`src/rtl/lrl8_pkg.sv`:
```
package lrl8_pkg;

  // request types on the input channel
  localparam logic [1:0] REQ_INSTR  = 2'd0;
  localparam logic [1:0] REQ_RDATA  = 2'd1;
  localparam logic [1:0] REQ_PRESET = 2'd2;

  // register slots
  localparam logic [2:0] R_B = 3'd0;
  localparam logic [2:0] R_C = 3'd1;
  localparam logic [2:0] R_D = 3'd2;
  localparam logic [2:0] R_E = 3'd3;
  localparam logic [2:0] R_H = 3'd4;
  localparam logic [2:0] R_L = 3'd5;
  localparam logic [2:0] R_M = 3'd6;  // (HL) operand code
  localparam logic [2:0] R_A = 3'd7;

  localparam int NUM_REGS = 8;

  // opcode groups and single opcodes
  localparam logic [1:0] X_MISC = 2'd0;
  localparam logic [1:0] X_MOVE = 2'd1;

  localparam logic [7:0] OP_HALT     = 8'h76;
  localparam logic [7:0] OP_LD_A_BC  = 8'h0A;
  localparam logic [7:0] OP_LD_A_DE  = 8'h1A;
  localparam logic [7:0] OP_LD_BC_A  = 8'h02;
  localparam logic [7:0] OP_LD_DE_A  = 8'h12;
  localparam logic [7:0] OP_LD_A_NN  = 8'hFA;
  localparam logic [7:0] OP_LD_NN_A  = 8'hEA;
  localparam logic [7:0] OP_LDH_A_N  = 8'hF0;
  localparam logic [7:0] OP_LDH_N_A  = 8'hE0;
  localparam logic [7:0] OP_LDH_A_C  = 8'hF2;
  localparam logic [7:0] OP_LDH_C_A  = 8'hE2;
  localparam logic [7:0] OP_LDI_HL_A = 8'h22;
  localparam logic [7:0] OP_LDI_A_HL = 8'h2A;
  localparam logic [7:0] OP_LDD_HL_A = 8'h32;
  localparam logic [7:0] OP_LDD_A_HL = 8'h3A;

  localparam logic [7:0] IO_BASE_HI = 8'hFF;

  // instruction clock counts
  localparam logic [4:0] CYC_NONE = 5'd0;
  localparam logic [4:0] CYC_4    = 5'd4;
  localparam logic [4:0] CYC_8    = 5'd8;
  localparam logic [4:0] CYC_12   = 5'd12;
  localparam logic [4:0] CYC_16   = 5'd16;

  // queue depths (powers of two)
  localparam int QDEPTH = 2;
  localparam int PTR_W  = $clog2(QDEPTH);
  localparam int CNT_W  = $clog2(QDEPTH + 1);

  typedef enum logic [1:0] {
    ST_OK      = 2'd0,
    ST_HALT    = 2'd1,
    ST_ILLEGAL = 2'd2,
    ST_STRAY   = 2'd3
  } status_t;

  typedef enum logic [3:0] {
    K_NOP,
    K_HALT,
    K_ILLEGAL,
    K_MOVE,
    K_LDIMM,
    K_LOAD,
    K_STORE,
    K_RDATA,
    K_PRESET
  } kind_t;

  typedef enum logic [2:0] {
    AS_HL,
    AS_BC,
    AS_DE,
    AS_NN,
    AS_IO_N,
    AS_IO_C
  } addr_sel_t;

  typedef enum logic [1:0] {
    HS_NONE,
    HS_INC,
    HS_DEC
  } hl_step_t;

  // classified item passed from front to back
  typedef struct packed {
    kind_t      kind;
    logic [2:0] dst;
    logic [2:0] src;
    logic       use_imm;
    addr_sel_t  addr_sel;
    hl_step_t   hl_step;
    logic [4:0] cycles;
    logic [7:0] byte_val;   // imm8 for instructions, data_in otherwise
    logic [15:0] imm16;
  } op_t;

  // result item
  typedef struct packed {
    status_t     status;
    logic        mem_read;
    logic        mem_write;
    logic [15:0] mem_addr;
    logic [7:0]  write_data;
    logic [4:0]  cycles;
    logic [7:0]  reg_a;
    logic [15:0] reg_hl;
  } res_t;

endpackage

```
`src/rtl/lr35902_load8_execute_unit.sv`:
```
// LR35902 8-bit load group execution unit.
// Input channel (push/full): req_type selects an instruction (opcode,
// imm8, imm16), a memory read-data return (data_in) or a register preset
// (reg_index, data_in). An item is taken on a clock edge with push high
// and full low.
// Result channel (empty/pop): one result per item, in order. The oldest
// result sits on the ports while empty is low and leaves on a clock edge
// with pop high. It carries status, any memory read or write request,
// the instruction clock count, and A and HL after the item.
// On acceptance an item is written into the decode queue; it is then
// executed and written into the result queue on an edge on which that
// queue has room, and from there it sits on the result ports.
// Throughput: one item per cycle while neither queue is full; each item
// is executed combinationally against the register file.
// A load from memory returns a read request; the following read-data item
// writes its destination register.
// When pop is held low, two results and two classified items are held,
// after which full rises; no item is lost.
// Reset (rst, synchronous) clears all registers, the pending read and
// both queues.
module lr35902_load8_execute_unit
  import lrl8_pkg::*;
(
  input  logic        clk,
  input  logic        rst,
  input  logic        push,
  output logic        full,
  input  logic [1:0]  req_type,
  input  logic [7:0]  opcode,
  input  logic [7:0]  imm8,
  input  logic [15:0] imm16,
  input  logic [7:0]  data_in,
  input  logic [2:0]  reg_index,
  output logic        empty,
  input  logic        pop,
  output logic [1:0]  status,
  output logic        mem_read,
  output logic        mem_write,
  output logic [15:0] mem_addr,
  output logic [7:0]  write_data,
  output logic [4:0]  cycles,
  output logic [7:0]  reg_a,
  output logic [15:0] reg_hl
);

  op_t  op;
  logic op_valid;
  logic op_take;
  res_t res;
  logic res_push;
  logic res_full;
  res_t res_out;

  lrl8_front u_front (
    .clk       (clk),
    .rst       (rst),
    .push      (push),
    .full      (full),
    .req_type  (req_type),
    .opcode    (opcode),
    .imm8      (imm8),
    .imm16     (imm16),
    .data_in   (data_in),
    .reg_index (reg_index),
    .op        (op),
    .op_valid  (op_valid),
    .op_take   (op_take)
  );

  lrl8_back u_back (
    .clk      (clk),
    .rst      (rst),
    .op       (op),
    .op_valid (op_valid),
    .op_take  (op_take),
    .res      (res),
    .res_push (res_push),
    .res_full (res_full)
  );

  lrl8_result_q u_result_q (
    .clk      (clk),
    .rst      (rst),
    .res_in   (res),
    .res_push (res_push),
    .res_full (res_full),
    .res_out  (res_out),
    .empty    (empty),
    .pop      (pop)
  );

  // result fields onto the ports
  assign status     = res_out.status;
  assign mem_read   = res_out.mem_read;
  assign mem_write  = res_out.mem_write;
  assign mem_addr   = res_out.mem_addr;
  assign write_data = res_out.write_data;
  assign cycles     = res_out.cycles;
  assign reg_a      = res_out.reg_a;
  assign reg_hl     = res_out.reg_hl;

endmodule

```
`src/rtl/lrl8_front.sv`:
```
module lrl8_front
  import lrl8_pkg::*;
(
  input  logic        clk,
  input  logic        rst,
  input  logic        push,
  output logic        full,
  input  logic [1:0]  req_type,
  input  logic [7:0]  opcode,
  input  logic [7:0]  imm8,
  input  logic [15:0] imm16,
  input  logic [7:0]  data_in,
  input  logic [2:0]  reg_index,
  output op_t         op,
  output logic        op_valid,
  input  logic        op_take
);

  logic [1:0] x;
  logic [2:0] y;
  logic [2:0] z;
  op_t        dec;

  op_t              q [QDEPTH];
  logic [PTR_W-1:0] wr_ptr;
  logic [PTR_W-1:0] rd_ptr;
  logic [CNT_W-1:0] count;
  logic             do_push;

  assign x = opcode[7:6];
  assign y = opcode[5:3];
  assign z = opcode[2:0];

  // classify the incoming item
  always_comb begin
    dec          = '0;
    dec.kind     = K_NOP;
    dec.addr_sel = AS_HL;
    dec.hl_step  = HS_NONE;
    dec.cycles   = CYC_NONE;
    dec.imm16    = imm16;
    dec.byte_val = (req_type == REQ_INSTR) ? imm8 : data_in;
    unique case (req_type)
      REQ_INSTR: begin
        if (opcode == OP_HALT) begin
          dec.kind   = K_HALT;
          dec.cycles = CYC_4;
        end else if (x == X_MOVE) begin
          if (z == R_M) begin
            dec.kind   = K_LOAD;
            dec.dst    = y;
            dec.cycles = CYC_8;
          end else if (y == R_M) begin
            dec.kind   = K_STORE;
            dec.src    = z;
            dec.cycles = CYC_8;
          end else begin
            dec.kind   = K_MOVE;
            dec.dst    = y;
            dec.src    = z;
            dec.cycles = CYC_4;
          end
        end else if (x == X_MISC && z == R_M) begin
          if (y == R_M) begin
            dec.kind    = K_STORE;
            dec.use_imm = 1'b1;
            dec.cycles  = CYC_12;
          end else begin
            dec.kind   = K_LDIMM;
            dec.dst    = y;
            dec.cycles = CYC_8;
          end
        end else begin
          // accumulator loads and stores
          dec.dst = R_A;
          dec.src = R_A;
          unique case (opcode)
            OP_LD_A_BC: begin
              dec.kind = K_LOAD;  dec.addr_sel = AS_BC;   dec.cycles = CYC_8;
            end
            OP_LD_A_DE: begin
              dec.kind = K_LOAD;  dec.addr_sel = AS_DE;   dec.cycles = CYC_8;
            end
            OP_LD_BC_A: begin
              dec.kind = K_STORE; dec.addr_sel = AS_BC;   dec.cycles = CYC_8;
            end
            OP_LD_DE_A: begin
              dec.kind = K_STORE; dec.addr_sel = AS_DE;   dec.cycles = CYC_8;
            end
            OP_LD_A_NN: begin
              dec.kind = K_LOAD;  dec.addr_sel = AS_NN;   dec.cycles = CYC_16;
            end
            OP_LD_NN_A: begin
              dec.kind = K_STORE; dec.addr_sel = AS_NN;   dec.cycles = CYC_16;
            end
            OP_LDH_A_N: begin
              dec.kind = K_LOAD;  dec.addr_sel = AS_IO_N; dec.cycles = CYC_12;
            end
            OP_LDH_N_A: begin
              dec.kind = K_STORE; dec.addr_sel = AS_IO_N; dec.cycles = CYC_12;
            end
            OP_LDH_A_C: begin
              dec.kind = K_LOAD;  dec.addr_sel = AS_IO_C; dec.cycles = CYC_8;
            end
            OP_LDH_C_A: begin
              dec.kind = K_STORE; dec.addr_sel = AS_IO_C; dec.cycles = CYC_8;
            end
            OP_LDI_HL_A: begin
              dec.kind = K_STORE; dec.hl_step = HS_INC;   dec.cycles = CYC_8;
            end
            OP_LDI_A_HL: begin
              dec.kind = K_LOAD;  dec.hl_step = HS_INC;   dec.cycles = CYC_8;
            end
            OP_LDD_HL_A: begin
              dec.kind = K_STORE; dec.hl_step = HS_DEC;   dec.cycles = CYC_8;
            end
            OP_LDD_A_HL: begin
              dec.kind = K_LOAD;  dec.hl_step = HS_DEC;   dec.cycles = CYC_8;
            end
            default: begin
              dec.kind = K_ILLEGAL;
            end
          endcase
        end
      end
      REQ_RDATA: begin
        dec.kind = K_RDATA;
      end
      REQ_PRESET: begin
        dec.kind = K_PRESET;
        dec.dst  = reg_index;
      end
      default: begin
        dec.kind = K_NOP;
      end
    endcase
  end

  // decoupling queue towards the back end
  assign full     = (count == CNT_W'(QDEPTH));
  assign op_valid = (count != '0);
  assign op       = q[rd_ptr];
  assign do_push  = push && !full;

  always_ff @(posedge clk) begin
    if (do_push) begin
      q[wr_ptr] <= dec;
    end
  end

  always_ff @(posedge clk) begin
    if (rst) begin
      wr_ptr <= '0;
      rd_ptr <= '0;
      count  <= '0;
    end else begin
      if (do_push) begin
        wr_ptr <= wr_ptr + PTR_W'(1);
      end
      if (op_take) begin
        rd_ptr <= rd_ptr + PTR_W'(1);
      end
      if (do_push && !op_take) begin
        count <= count + CNT_W'(1);
      end else if (!do_push && op_take) begin
        count <= count - CNT_W'(1);
      end
    end
  end

  a_front_count_bound: assert property (@(posedge clk) disable iff (rst)
    count <= CNT_W'(QDEPTH))
    else $error("front queue overfilled");

  a_front_take_nonempty: assert property (@(posedge clk) disable iff (rst)
    op_take |-> op_valid)
    else $error("back end took from an empty front queue");

endmodule

```
`src/rtl/lrl8_back.sv`:
```
module lrl8_back
  import lrl8_pkg::*;
(
  input  logic clk,
  input  logic rst,
  input  op_t  op,
  input  logic op_valid,
  output logic op_take,
  output res_t res,
  output logic res_push,
  input  logic res_full
);

  logic [7:0]  regs      [NUM_REGS];
  logic [7:0]  regs_next [NUM_REGS];
  logic        read_pending;
  logic        read_pending_next;
  logic [2:0]  pending_dest;
  logic [2:0]  pending_dest_next;

  logic [15:0] hl;
  logic [15:0] hl_stepped;
  logic [15:0] addr;
  logic [7:0]  store_data;

  assign op_take  = op_valid && !res_full;
  assign res_push = op_take;

  assign hl = {regs[R_H], regs[R_L]};

  // LDI/LDD pointer step, 16-bit wrap
  assign hl_stepped = hl + ((op.hl_step == HS_DEC) ? 16'hFFFF :
                            (op.hl_step == HS_INC) ? 16'h0001 : 16'h0000);

  // access address
  always_comb begin
    unique case (op.addr_sel)
      AS_HL:   addr = hl;
      AS_BC:   addr = {regs[R_B], regs[R_C]};
      AS_DE:   addr = {regs[R_D], regs[R_E]};
      AS_NN:   addr = op.imm16;
      AS_IO_N: addr = {IO_BASE_HI, op.byte_val};
      AS_IO_C: addr = {IO_BASE_HI, regs[R_C]};
      default: addr = hl;
    endcase
  end

  assign store_data = op.use_imm ? op.byte_val : regs[op.src];

  // execute the head item
  always_comb begin
    regs_next         = regs;
    read_pending_next = read_pending;
    pending_dest_next = pending_dest;
    res               = '0;
    res.status        = ST_OK;
    res.cycles        = op.cycles;
    unique case (op.kind)
      K_NOP: begin
      end
      K_HALT: begin
        res.status        = ST_HALT;
        read_pending_next = 1'b0;
      end
      K_ILLEGAL: begin
        res.status        = ST_ILLEGAL;
        read_pending_next = 1'b0;
      end
      K_MOVE: begin
        regs_next[op.dst] = regs[op.src];
        read_pending_next = 1'b0;
      end
      K_LDIMM: begin
        regs_next[op.dst] = op.byte_val;
        read_pending_next = 1'b0;
      end
      K_LOAD: begin
        res.mem_read      = 1'b1;
        res.mem_addr      = addr;
        regs_next[R_H]    = hl_stepped[15:8];
        regs_next[R_L]    = hl_stepped[7:0];
        read_pending_next = 1'b1;
        pending_dest_next = op.dst;
      end
      K_STORE: begin
        res.mem_write     = 1'b1;
        res.mem_addr      = addr;
        res.write_data    = store_data;
        regs_next[R_H]    = hl_stepped[15:8];
        regs_next[R_L]    = hl_stepped[7:0];
        read_pending_next = 1'b0;
      end
      K_RDATA: begin
        if (read_pending) begin
          regs_next[pending_dest] = op.byte_val;
          read_pending_next       = 1'b0;
        end else begin
          res.status = ST_STRAY;
        end
      end
      K_PRESET: begin
        regs_next[op.dst] = op.byte_val;
      end
      default: begin
      end
    endcase
    res.reg_a  = regs_next[R_A];
    res.reg_hl = {regs_next[R_H], regs_next[R_L]};
  end

  // register file and pending-read state
  always_ff @(posedge clk) begin
    if (rst) begin
      for (int i = 0; i < NUM_REGS; i++) begin
        regs[i] <= '0;
      end
      read_pending <= 1'b0;
      pending_dest <= '0;
    end else if (op_take) begin
      regs         <= regs_next;
      read_pending <= read_pending_next;
      pending_dest <= pending_dest_next;
    end
  end

  a_back_load_arms: assert property (@(posedge clk) disable iff (rst)
    (op_take && op.kind == K_LOAD) |=> read_pending)
    else $error("memory load did not leave a read pending");

  a_back_rdata_clears: assert property (@(posedge clk) disable iff (rst)
    (op_take && op.kind == K_RDATA) |=> !read_pending)
    else $error("read data left a read pending");

  a_back_preset_holds: assert property (@(posedge clk) disable iff (rst)
    (op_take && op.kind == K_PRESET) |=> $stable(read_pending))
    else $error("preset disturbed the pending read");

endmodule

```
`src/rtl/lrl8_result_q.sv`:
```
module lrl8_result_q
  import lrl8_pkg::*;
(
  input  logic clk,
  input  logic rst,
  input  res_t res_in,
  input  logic res_push,
  output logic res_full,
  output res_t res_out,
  output logic empty,
  input  logic pop
);

  res_t             q [QDEPTH];
  logic [PTR_W-1:0] wr_ptr;
  logic [PTR_W-1:0] rd_ptr;
  logic [CNT_W-1:0] count;
  logic             do_pop;

  assign res_full = (count == CNT_W'(QDEPTH));
  assign empty    = (count == '0);
  assign res_out  = q[rd_ptr];
  assign do_pop   = pop && !empty;

  // result storage
  always_ff @(posedge clk) begin
    if (res_push) begin
      q[wr_ptr] <= res_in;
    end
  end

  always_ff @(posedge clk) begin
    if (rst) begin
      wr_ptr <= '0;
      rd_ptr <= '0;
      count  <= '0;
    end else begin
      if (res_push) begin
        wr_ptr <= wr_ptr + PTR_W'(1);
      end
      if (do_pop) begin
        rd_ptr <= rd_ptr + PTR_W'(1);
      end
      if (res_push && !do_pop) begin
        count <= count + CNT_W'(1);
      end else if (!res_push && do_pop) begin
        count <= count - CNT_W'(1);
      end
    end
  end

  a_resq_no_overflow: assert property (@(posedge clk) disable iff (rst)
    res_push |-> !res_full)
    else $error("result pushed into a full queue");

endmodule
```
`config.mk`:
```
export PLATFORM = sky130hd
export DESIGN_NAME = lr35902_load8_execute_unit
export DESIGN_NICKNAME = d
export VERILOG_FILES = /design/src/rtl/lrl8_pkg.sv /design/src/rtl/lr35902_load8_execute_unit.sv /design/src/rtl/lrl8_front.sv /design/src/rtl/lrl8_back.sv /design/src/rtl/lrl8_result_q.sv
export SDC_FILE = /design/constraint.sdc
export NUM_CORES = 1
export LEC_CHECK = 0
export ABC_AREA = 1
export BUFFER_PORTS_ARGS = -buffer_cell sky130_fd_sc_hd__clkbuf_2
export CORE_UTILIZATION = 45
export DETAILED_ROUTE_END_ITERATION = 16
export SLEW_MARGIN = 5
export SYNTH_ARGS = -nofsm -noshare
export SYNTH_HDL_FRONTEND = slang
export SYNTH_SLANG_ARGS = --single-unit
```
`constraint.sdc`:
```
create_clock -name clk -period 4.4 [get_ports clk]
set_input_delay 0.22 -clock clk [delete_from_list [all_inputs] [get_ports clk]]
set_output_delay 0.22 -clock clk [all_outputs]
set_load 0.03 [all_outputs]
```
# == Yosys cells after proc, flatten, opt, wreduce, memory -nomap -nowiden ==
# Memories as Yosys holds them, arrays and structs flattened. A register that Yosys moved wholly into a read port is not among the register bits.
# Cells that the tools add are included.
# classes
n_lt_le_gt_ge,5
eq_ne,38
n_addsub,9
reduce_logical,40
bitwise_logic,3
mux,65
# op_table
cell,n
$bwmux 64,3
$pmux 32 s3,1
$pmux 16 s5,1
$mux 64,1
$pmux 16 s4,1
$mux 8,7
$demux 8 s3,2
$eq 8x8->1 const B,6
$pmux 16 s3,1
$eq 8x6->1 const B,4
$mux 16,2
$mux 5,5
$bmux 8 s3,1
$reduce_or 2->1,9
$add 16x16->16,1
$eq 4x3->1 const B,4
$eq 8x5->1 const B,2
$mux 3,5
$pmux 3 s5,1
$pmux 5 s3,1
$mux 14,1
$reduce_or 7->1,2
$mux 1,13
$eq 3x3->1 const B,4
other kinds (37),82
# totals
input_bits,49
regBits,76
output_inout_bits,59
ramBits,204
elab_cells,178
n_memories,2
# memory_table
name,depth,word_bits,rd,rd_clocked_by_memory_dff,wr,line_no,rtl
u_result_q.q,2,57,1,1,1,lrl8_result_q.sv:14,res_t q [QDEPTH];
u_front.q,2,45,1,1,1,lrl8_front.sv:24,op_t q [QDEPTH];

# == Longest topological paths before layout ==
# Gate-level depths: netlist of run 1.
# logic_depth
word_depth,8
mapped_depth,24
mapped_depth_nobuf,19

# == Hierarchy ==
# A second synthesis of run 1 with hierarchy kept.
# unflattened
cells_unflattened,1844
hier_area_um2,15931.5
# modules_own_cells
module,instances,area_each_um2,seq_area_each_um2,cells_per_inst
lrl8_back,1,7494.7,1361.3,1329
lrl8_result_q,1,4466.8,3523.4,212
lrl8_front,1,3970.1,2682.6,303

# == Worst setup path before layout of run 1 ==
# OpenSTA, ideal clock, no wires.
# synth_timing
kind,flip-flop to flip-flop
start,register u_result_q.count[0]
end,memory u_result_q.q[1][0] (netlist name) (enable)
path_stages_with_launch,4
path_buffers,1
synth_period_minus_slack_ns,3.660
path_slack_ns,0.740
setup_time_ns,0.470
t_arrival_ns,3.190
t_required_ns,3.930
cell_sequence,dfxtp_1 o22ai_1 clkbuf_1 nor2_1
# synth_via
elab_chain_cells,5
# synth_lines
element,line_no,rtl
start: declaration,lrl8_result_q.sv:17,logic [CNT_W-1:0] count;
start signal: assignment,lrl8_result_q.sv:45,count <= count + CNT_W'(1);
start signal: assignment,lrl8_result_q.sv:47,count <= count - CNT_W'(1);
$eq 2x2->1,lrl8_result_q.sv:20,assign res_full = (count == CNT_W'(QDEPTH));
$logic_not 1->1,lrl8_back.sv:26,assign op_take = op_valid && !res_full;
$logic_and 1x1->1,lrl8_back.sv:26,
$mux 1,lrl8_result_q.sv:27,if (res_push) begin
$mux 1 (not written as such),lrl8_result_q.sv:28,q[wr_ptr] <= res_in;
end: declaration,lrl8_result_q.sv:14,
# No other way between the ends.

==> flow_metrics.env, run 1 <==
export IMPL_cts_buffer_depth=3
export IMPL_finalHoldViolCount=0
export IMPL_grt_max_degree=59
export IMPL_detail_route_antenna_nets=0
export IMPL_p_clk_share_pct=18.8
export IMPL_r2r_cells=13
export IMPL_worst_r2r_endpoint="u_back.hl[0]"
export IMPL_hold_path_class="primary input to flop"
export IMPL_slew_headroom_pct=23.93
export IMPL_fmaxAchievable_ghz=0.2634
export IMPL_switching_share_pct=48.76
export IMPL_die_h_um=191.8
export IMPL_fin_crit_sh_pct=86.28
export IMPL_dp_cells=2644
export IMPL_power_share_sequential_pct=30.9
export IMPL_path_clk_slew_ns=0.06
export IMPL_ys_seq_area_share_pct=45.95
export IMPL_fin_crit_ns=3.796
export IMPL_leakagePower_uw=0.008030
export IMPL_fin_nets=2304
export IMPL_rsz0062_at_grt="no"
export IMPL_layout_commonest_cell="nand2_1"
export IMPL_synth_async_reset_ratio_pct=0
export IMPL_worstSetupPathType="flop to flop"
export IMPL_vdd_drop_max_v=0.0005176
export IMPL_dr_first_iter_drc_count=1694
export IMPL_cts_resized=0
export IMPL_seq_area_um2=7450
export IMPL_final_cell_mix="nand2_1 (685), inv_1 (196), edfxtp_1 (196)"
export IMPL_insertion_delay_ns=0.59
export IMPL_clockRootBuffer="clkbuf_16"
export IMPL_grt_ovfl_total=0
export IMPL_p_switching_uw=6561
export IMPL_multi_input_area_um2=7518
export IMPL_combinationalPowerShare_pct=50.3
export IMPL_cp_start_kind="flop"
export IMPL_hold_depth=3
export IMPL_clock_skew_ns=0.01625
export IMPL_setup_tns_ns=0
export IMPL_core_um2=35480
export IMPL_num_fill_cells=3400
export IMPL_io_pins=108
export IMPL_worst_pin_slew_ns=1.135
export IMPL_antenna_found_initial=0
export IMPL_syn2layout_area_growth_pct=14.00
export IMPL_finalWirelength_mm=55.01
export IMPL_slew_violations=0
export IMPL_track_usage_pct=29.74
export IMPL_syn_inst=2142
export IMPL_status="finished, final reports clean"
export IMPL_num_rows=69
export IMPL_setup_viol=0
export IMPL_ys_seq_elements=274
export IMPL_gp_congestion=1.008
export IMPL_power_density_nw_per_um2=728.5
export IMPL_final_layout_size_suffix_gt1_share_pct=14.03
export IMPL_hold_start="reg_index[2]"
export IMPL_ys_types=47
export IMPL_port_buffers=105
export IMPL_diodes=0
export IMPL_r2r_slack_ns=0.60
export IMPL_cap_viol_max_count=0
export IMPL_ys_warn_count=0
export IMPL_cts_tree="yes"
export IMPL_yosysTopAreaCell="edfxtp_1"
export IMPL_numCtsBuffers=31
export IMPL_yosys_area_top_type_share_pct=36.32
export IMPL_p_int_uw=6896
export IMPL_grt_pass1_vias=13630
export IMPL_remaining_drc_errors=0
export IMPL_syn_avg_cell_area_um2=7.566
export IMPL_drtPass1Iterations=5
export IMPL_htree_levels=1
export IMPL_wire_per_inst_um=20.11
export IMPL_syn_area_um2=16210
export IMPL_die_w_um=191.8
export IMPL_synthFlopType="edfxtp_1"
export IMPL_clock_sinks=274
export IMPL_die_area_um2=36780
export IMPL_synth_area_leaders="edfxtp_1 (36%), nand2_1 (16%), dfxtp_1 (9.6%)"
export IMPL_synth_edf_count=196
export IMPL_initial_core_util_pct=45.67
export IMPL_vias_per_cell=5.572
export IMPL_worst_ep_required_time_ns=4.91
export IMPL_final_cell_area_um2=18470
export IMPL_critPathCaptureType="flop"
export IMPL_place_area_um2=17140
export IMPL_cp_arrival_ns=4.31
export IMPL_hold_end="u_front.q[1][40]"
export IMPL_hpwl_mm=38.75
export IMPL_layoutNonFillerInstCount=2735
export IMPL_critPathMaxFanout=48
export IMPL_grt_pass1_wl_mm=82.07
export IMPL_via_count=15240
routing by layer:
layer / track usage (%) / wire length, um / up-vias
met2: 47.01 / 24280 / 690
met1: 40.88 / 24000 / 7073
met4: 12.09 / 2497 / 0
met3: 4.129 / 4238 / 150
met5: 0 / 0 / -
li1: - / - / 7327
worst max path at each step:
stage | slack, ns | cells past startpoint | startpoint | endpoint
after CTS | 0.71 | 13 | flop | u_back.hl[0]
final | 0.60 | 13 | flop | u_back.hl[0]
after global routing | 0.35 | 13 | flop | u_back.hl[1]
after floorplan | 0.74 | 3 | u_result_q.count[0] | u_result_q.q[1][0]
after detailed placement | 0.72 | 13 | flop | u_back.hl[0]
after global placement | 0.85 | 13 | flop | u_result_q.q[0][7]
layout make-up:
type | instances | area share (%)
clock buffers | 41 | 4.795
well taps | 461 | 3.122
repair buffers | 168 | 5.919
flip-flops and latches | 274 | 40.32
inverters | 220 | 4.497
multi-input cells | 1554 | 40.70
clock inverters | 17 | 0.6434
synthesized netlist by cell type, types with 2 or more instances:
library cell / instances
nand2_4: 3
inv_1: 196
o21ai_2: 10
ha_1: 6
nand2_1: 685
o31ai_1: 2
xor2_1: 2
o21ai_1: 12
buf_1: 3
nor2_4: 2
o22ai_1: 3
nand3_2: 3
buf_6: 5
buf_2: 33
nand3_1: 173
o21bai_1: 4
dfxtp_1: 78
a31oi_1: 30
nand2_2: 13
clkbuf_1: 46
mux2i_1: 2
buf_4: 8
and2_1: 9
o211ai_1: 26
a211oi_1: 9
nor3_1: 38
nand4_1: 13
nand3b_1: 3
mux2_2: 59
a21oi_1: 109
nor2_2: 8
nor2_1: 172
o21ai_0: 147
inv_2: 22
edfxtp_1: 196
per-stage QoR:
step                      power [uW]  hold slack (ns)  utilization (%)  setup WS, ns
after floorplan                 8634           0.3189                -        0.7401
after global placement         10760           0.4094            48.30        0.8531
after detailed placement       10850           0.4125            48.30        0.7242
after CTS                      13420         0.005503            52.06        0.7144
after global routing           14200          0.04537            52.06        0.3521
final                          13460          0.03114            52.06        0.6038
repair_timing:
action / 4_1_cts / 5_1_grt
endpoints found under the hold margin: 50 / 0
hold buffers: 33 / 0
setup buffers: 0 / 0
setup endpoints to repair: 0 / 0
logic make-up after synthesis:
family | Yosys count | synth area share [%]
simple gates | 1127 | 28.98
compound gates | 356 | 12.25
buf+inv | 315 | 7.999
flops | 274 | 45.95
mux | 61 | 4.223
fa+ha+maj | 6 | 0.4632
xor+xnor | 2 | 0.1081
other cells | 1 | 0.02314
power by group through the flow:
stage / Combinational, uW / Clock, uW / Sequential, uW
2_1_floorplan: 4650 / 0 / 3980
3_3_place_gp: 6580 / 0 / 4180
3_5_place_dp: 6650 / 0 / 4200
4_1_cts: 6700 / 2560 / 4150
5_1_grt: 7330 / 2660 / 4210
6_report: 6770 / 2530 / 4160
worst max-delay path: stages, from the launching register on:
cell and delay [ns]:
dfxtp_2 0.52, buf_4 0.54, nand2_1 0.40, nand2_1 0.84, nand2_1 0.17, nand3_1 0.14, nand3_1 0.11, nand2_1 0.49
nand2_1 0.11, nand2_1 0.09, nand2_1 0.05, nand3_1 0.13, nor2_1 0.05, nor2_1 0.08
Note: power is estimated with default switching activity, not from simulation.
==> inputs of run 2 (changes only) <==
--- a/config.mk
+++ b/config.mk
@@ -8,6 +8,7 @@
 export ABC_AREA = 1
 export BUFFER_PORTS_ARGS = -buffer_cell sky130_fd_sc_hd__clkbuf_2
 export CORE_UTILIZATION = 45
+export CTS_BUF_LIST = sky130_fd_sc_hd__clkbuf_16
 export DETAILED_ROUTE_END_ITERATION = 16
 export SLEW_MARGIN = 5
 export SYNTH_ARGS = -nofsm -noshare
==> run 2 against run 1 <==
  * Count of clock-buffer cells in the layout shrank 8
  * Setup slack gained 0.0096 ns
  * Maximum frequency grew 0.25%
  * Total power shrank 0.49%
  * Wire length shrank 0.18%
  * Clock skew grew 0.0010 ns
  * Largest cell class unchanged
  * Largest power group unchanged
==> flow_metrics.env, run 2 (same netlist as run 1, synthesis figures left out) <==
export IMPL_critPathCaptureType="flop"
export IMPL_cp_depth=13
export IMPL_layout_commonest_cell="nand2_1"
export IMPL_hold_start="reg_index[2]"
export IMPL_postLayoutCoreUtil_pct=51.98
export IMPL_vdd_drop_max_v=0.0005215
export IMPL_wire_per_inst_um=20.08
export IMPL_core_um2=35480
export IMPL_io_pins=108
export IMPL_critPathMostFrequentCell="nand2_1"
export IMPL_initial_core_util_pct=45.67
export IMPL_hold_path_class="primary input to flop"
export IMPL_final_layout_size_suffix_gt1_share_pct=13.90
export IMPL_critPathMaxFanout=48
export IMPL_final_cell_mix="nand2_1 (685), inv_1 (201), edfxtp_1 (196)"
export IMPL_fin_crit_sh_pct=86.06
export IMPL_remaining_drc_errors=0
export IMPL_worstSetupPathType="flop to flop"
export IMPL_pre_cts_ws_ns=0.7242
export IMPL_clock_sinks=274
export IMPL_diodes=0
export IMPL_critPathSlowestCell="nand2_1"
export IMPL_fin_nets=2304
export IMPL_antenna_found_initial=0
export IMPL_cap_viol_max_count=0
export IMPL_die_w_um=191.8
export IMPL_max_stage_delay_ns=0.84
export IMPL_rsz0062_at_grt="no"
export IMPL_drtPass1Iterations=6
export IMPL_hpwl_mm=38.75
export IMPL_cp_arrival_ns=4.31
export IMPL_grt_pass1_vias=13630
export IMPL_power_density_nw_per_um2=726.1
export IMPL_grt_max_degree=59
export IMPL_die_h_um=191.8
export IMPL_insertion_delay_ns=0.59
export IMPL_cts_buffer_depth=3
export IMPL_r2r_slack_ns=0.61
export IMPL_fin_ws_ns=0.6134
export IMPL_path_clk_slew_ns=0.06
export IMPL_cts_setup_buffers=0
export IMPL_critPathTopFamily="simple AND/OR/NAND/NOR gates"
export IMPL_num_rows=69
export IMPL_htree_levels=1
export IMPL_crit_end="u_back.hl[1]"
export IMPL_grt_ovfl_total=0
export IMPL_setup_tns_ns=0
export IMPL_gp_congestion=1.008
export IMPL_vias_per_cell=5.585
export IMPL_fmaxAchievable_ghz=0.2641
export IMPL_leakagePower_uw=0.008034
export IMPL_die_area_um2=36780
export IMPL_r2r_cells=13
export IMPL_worst_pin_slew_ns=1.113
export IMPL_slew_violations=0
export IMPL_worst_ep_required_time_ns=4.92
export IMPL_critPathBufInv=2
export IMPL_syn2layout_area_growth_pct=13.81
export IMPL_finalWirelength_mm=54.91
export IMPL_clock_skew_ns=0.01730
export IMPL_cp_start_kind="flop"
export IMPL_worst_r2r_endpoint="u_back.hl[1]"
export IMPL_track_usage_pct=29.73
export IMPL_numCtsBuffers=31
export IMPL_dr_first_iter_drc_count=1785
export IMPL_finalHoldViolCount=0
export IMPL_slew_headroom_pct=25.42
export IMPL_grt_pass1_wl_mm=82.02
export IMPL_status="finished, final reports clean"
export IMPL_fin_crit_ns=3.787
export IMPL_fin_hold_ws_ns=0.03031
export IMPL_clockRootBuffer="clkbuf_16"
export IMPL_cts_tree="yes"
export IMPL_via_count=15280
export IMPL_port_buffers=105
export IMPL_setup_viol=0
export IMPL_detail_route_antenna_nets=0
export IMPL_cp_cell_sequence="buf_4 > nand2_1 > nand2_1 > nand2_1 > nand3_1 > nand3_1 > nand2_1 > nand2_1 > nor2_1 > nor2_1 > nand3_1 > nand2_1 > inv_1"
-- run 2: per-stage QoR --
| step | instance area (um^2) | instances | power [uW] |
|---|---|---|---|
| 6_report | 18440 | 2735 | 13390 |
| 3_5_place_dp | 17140 | 2644 | 10850 |
| 4_1_cts | 18440 | 2735 | 13350 |
| 2_1_floorplan | 16210 | 2143 | 8634 |
| 3_3_place_gp | 17140 | 2644 | 10760 |
| 5_1_grt | 18440 | 2735 | 14130 |
-- run 2: how the worst min path moves through the flow --
stage | depth (start not counted) | endpoint
floorplan | 0 | u_front.q[0][0]
global placement | 1 | u_front.q[0][3]
detailed placement | 1 | u_front.q[0][5]
CTS | 3 | u_front.q[1][40]
global route | 3 | u_front.q[1][40]
finish | 3 | u_front.q[1][40]
-- run 2: worst register-to-register path, cell delays in order, from the launching register on --
cell     delay [ns]
dfxtp_2        0.52
buf_4          0.54
nand2_1        0.41
nand2_1        0.84
nand2_1        0.17
nand3_1        0.13
nand3_1        0.10
nand2_1        0.50
nand2_1        0.12
nor2_1         0.14
nor2_1         0.08
nand3_1        0.08
nand2_1        0.06
inv_1          0.05
-- run 2: power by group --
part | internal (uW) | leakage (uW) | switching [uW]
Sequential | 3710 | 0.00250 | 444
Combinational | 1760 | 0.00505 | 5010
Clock | 1360 | 0.000488 | 1110
-- run 2: layout make-up --
cell class                 count  area (um^2)
sequential                   274         7450
timing repair buffer         168         1094
tap                          461        576.8
inverter                     220        830.8
fill                        3405        17040
multi-input combinational   1554         7518
clock inverter                25        148.9
clock buffer                  33        825.8
-- run 2: timing repair --
action                    4_1_cts  5_1_grt
hold endpoints to repair       50        0
hold buffers                   33        0
gates resized for setup         0        0
-- run 2: routing by layer --
layer,vias up,track usage (%),share of wire [%]
met5,-,0,0
met3,146,4.129,8.0
li1,7333,-,-
met2,709,47.01,44
met4,0,12.09,4.6
met1,7088,40.85,43
==> inputs of run 3 (changes only) <==
--- a/config.mk
+++ b/config.mk
@@ -7,9 +7,13 @@
 export LEC_CHECK = 0
 export ABC_AREA = 1
 export BUFFER_PORTS_ARGS = -buffer_cell sky130_fd_sc_hd__clkbuf_2
+export CELL_PAD_IN_SITES_DETAIL_PLACEMENT = 1
+export CELL_PAD_IN_SITES_GLOBAL_PLACEMENT = 1
 export CORE_UTILIZATION = 45
 export CTS_BUF_LIST = sky130_fd_sc_hd__clkbuf_16
+export CTS_CLUSTER_SIZE = 20
 export DETAILED_ROUTE_END_ITERATION = 16
+export PLACE_DENSITY_LB_ADDON = 0.1
 export SLEW_MARGIN = 5
 export SYNTH_ARGS = -nofsm -noshare
 export SYNTH_HDL_FRONTEND = slang
==> run 3 against run 2 <==
  * Total power increased by 8.6%
  * Die area is the same
  * Via count rose by 5.9%
  * Non-clock buffer count is 5 higher
  * Flip-flop and latch count did not move
  * Utilization grew 0.49 points
  * Cell count increased by 0.37%
  * Combinational power increased by 9.3%
  * Wire length grew 25%
  * Sequential power is 4% higher
  * Worst hold slack lost 0.018 ns
  * Global-route usage up 8.0 points
==> flow_metrics.env, run 3 (same netlist as run 1, synthesis figures left out) <==
export IMPL_vias_per_cell=5.895
export IMPL_fin_hold_ws_ns=0.01205
export IMPL_critPathMostFrequentCell="nor2_1"
export IMPL_critPathTopFamily="simple AND/OR/NAND/NOR gates"
export IMPL_leakagePower_uw=0.008133
export IMPL_cap_viol_max_count=0
export IMPL_cts_tree="yes"
export IMPL_vdd_drop_max_v=0.0008821
export IMPL_insertion_delay_ns=0.56
export IMPL_critPathMaxFanout=21
export IMPL_dp_cells=2651
export IMPL_drtPass1Iterations=8
export IMPL_setup_tns_ns=0
export IMPL_max_stage_delay_ns=0.51
export IMPL_fin_nets=2312
export IMPL_port_buffers=105
export IMPL_hold_buffers=31
export IMPL_die_w_um=191.8
export IMPL_cts_resized=0
export IMPL_critPathBufInv=1
export IMPL_cts_buffer_depth=3
export IMPL_critPathSlowestCell="dfxtp_2"
export IMPL_antenna_found_initial=3
export IMPL_rsz0062_at_grt="no"
export IMPL_critPathCaptureType="flop"
export IMPL_finalWirelength_mm=68.78
export IMPL_power_density_nw_per_um2=781.2
export IMPL_grt_pass1_wl_mm=101.3
export IMPL_final_cell_mix="nand2_1 (685), inv_1 (202), edfxtp_1 (196)"
export IMPL_fin_crit_sh_pct=76.76
export IMPL_cp_arrival_ns=3.83
export IMPL_die_h_um=191.8
export IMPL_cp_cell_sequence="mux2i_1 > ha_1 > buf_4 > nor2_1 > nor2_1 > nand2_1 > nor2_1 > nand2_1 > nand2_1 > nand2_1 > nand3_1 > nand4_1 > nor2_1 > nor2_1"
export IMPL_status="finished, final reports clean"
export IMPL_htree_levels=2
export IMPL_finalHoldViolCount=0
export IMPL_core_um2=35480
export IMPL_worst_pin_slew_ns=1.170
export IMPL_layout_commonest_cell="nand2_1"
export IMPL_worstSetupPathType="flop to flop"
export IMPL_layoutNonFillerInstCount=2745
export IMPL_fmaxAchievable_ghz=0.2961
export IMPL_cp_start_kind="flop"
export IMPL_slew_headroom_pct=21.60
export IMPL_clockRootBuffer="clkbuf_16"
export IMPL_syn2layout_area_growth_pct=14.88
export IMPL_dr_first_iter_drc_count=1778
export IMPL_path_clk_slew_ns=0.07
export IMPL_io_pins=108
export IMPL_grt_max_degree=60
export IMPL_clock_skew_ns=0.02449
export IMPL_num_rows=69
export IMPL_clock_sinks=274
export IMPL_wire_per_inst_um=25.06
export IMPL_cts_setup_buffers=0
export IMPL_setup_viol=0
export IMPL_worst_ep_required_time_ns=4.85
export IMPL_via_count=16180
export IMPL_grt_ovfl_total=0
export IMPL_p_total_uw=14540
export IMPL_detail_route_antenna_nets=0
export IMPL_final_layout_size_suffix_gt1_share_pct=14.32
export IMPL_die_area_um2=36780
export IMPL_remaining_drc_errors=0
export IMPL_numCtsBuffers=34
export IMPL_fin_crit_ns=3.378
export IMPL_hold_path_class="primary input to flop"
export IMPL_hpwl_mm=48.01
export IMPL_initial_core_util_pct=45.67
export IMPL_grt_pass1_vias=16150
export IMPL_track_usage_pct=37.73
export IMPL_gp_congestion=0.9626
export IMPL_slew_violations=0
==> run 3: report_power, final <==
part           internal, uW  switching, uW  total (uW)
sequential             3720            611        4330
combinational          1820           5580        7400
clock                  1630           1170        2810
==> run 3: final cells by class <==
cell class	count	area, um^2
well taps	461	576.8
repair buffers	173	1139
fillers	4468	16870
inverters	220	830.8
multi-input cells	1554	7517
flip-flops and latches	274	7450
clock buffers	35	875.8
diodes	1	2.502
clock inverters	27	225.2
==> run 3: routing by layer <==
metal | up-vias | global-route usage [%] | part of all wire (%)
met1 | 7929 | 51.01 | 43
li1 | 7362 | - | -
met3 | 174 | 7.272 | 8.0
met2 | 713 | 59.03 | 44
met5 | - | 0 | 0.071
met4 | 4 | 15.48 | 4.4
==> run 3: stage by stage <==
step | setup WS [ns] | cell area [um^2] | util (%)
after CTS | 1.028 | 18610 | 52.46
final | 1.022 | 18620 | 52.47
after global placement | 1.214 | 17200 | 48.48
after floorplan | 0.7401 | 16210 | -
after global routing | 0.6983 | 18610 | 52.46
after detailed placement | 1.036 | 17200 | 48.48
==> run 3: final timing paths <==
path	cells after the start	slack, ns	endpoint	startpoint
worst max register to register	14	1.02	u_back.hl[8]	flop
worst max-delay path	14	1.02	u_back.hl[8]	flop
worst min-delay path	3	0.01	u_front.q[0][21]	data_in[5]
worst min register to register	1	0.46	u_front.rd_ptr	u_front.rd_ptr
==> run 3: tightest hold or removal path, cell delays in order <==
cell,delay (ns)
clkbuf_2,0.07
nand2_1,0.05
nand2_1,0.09
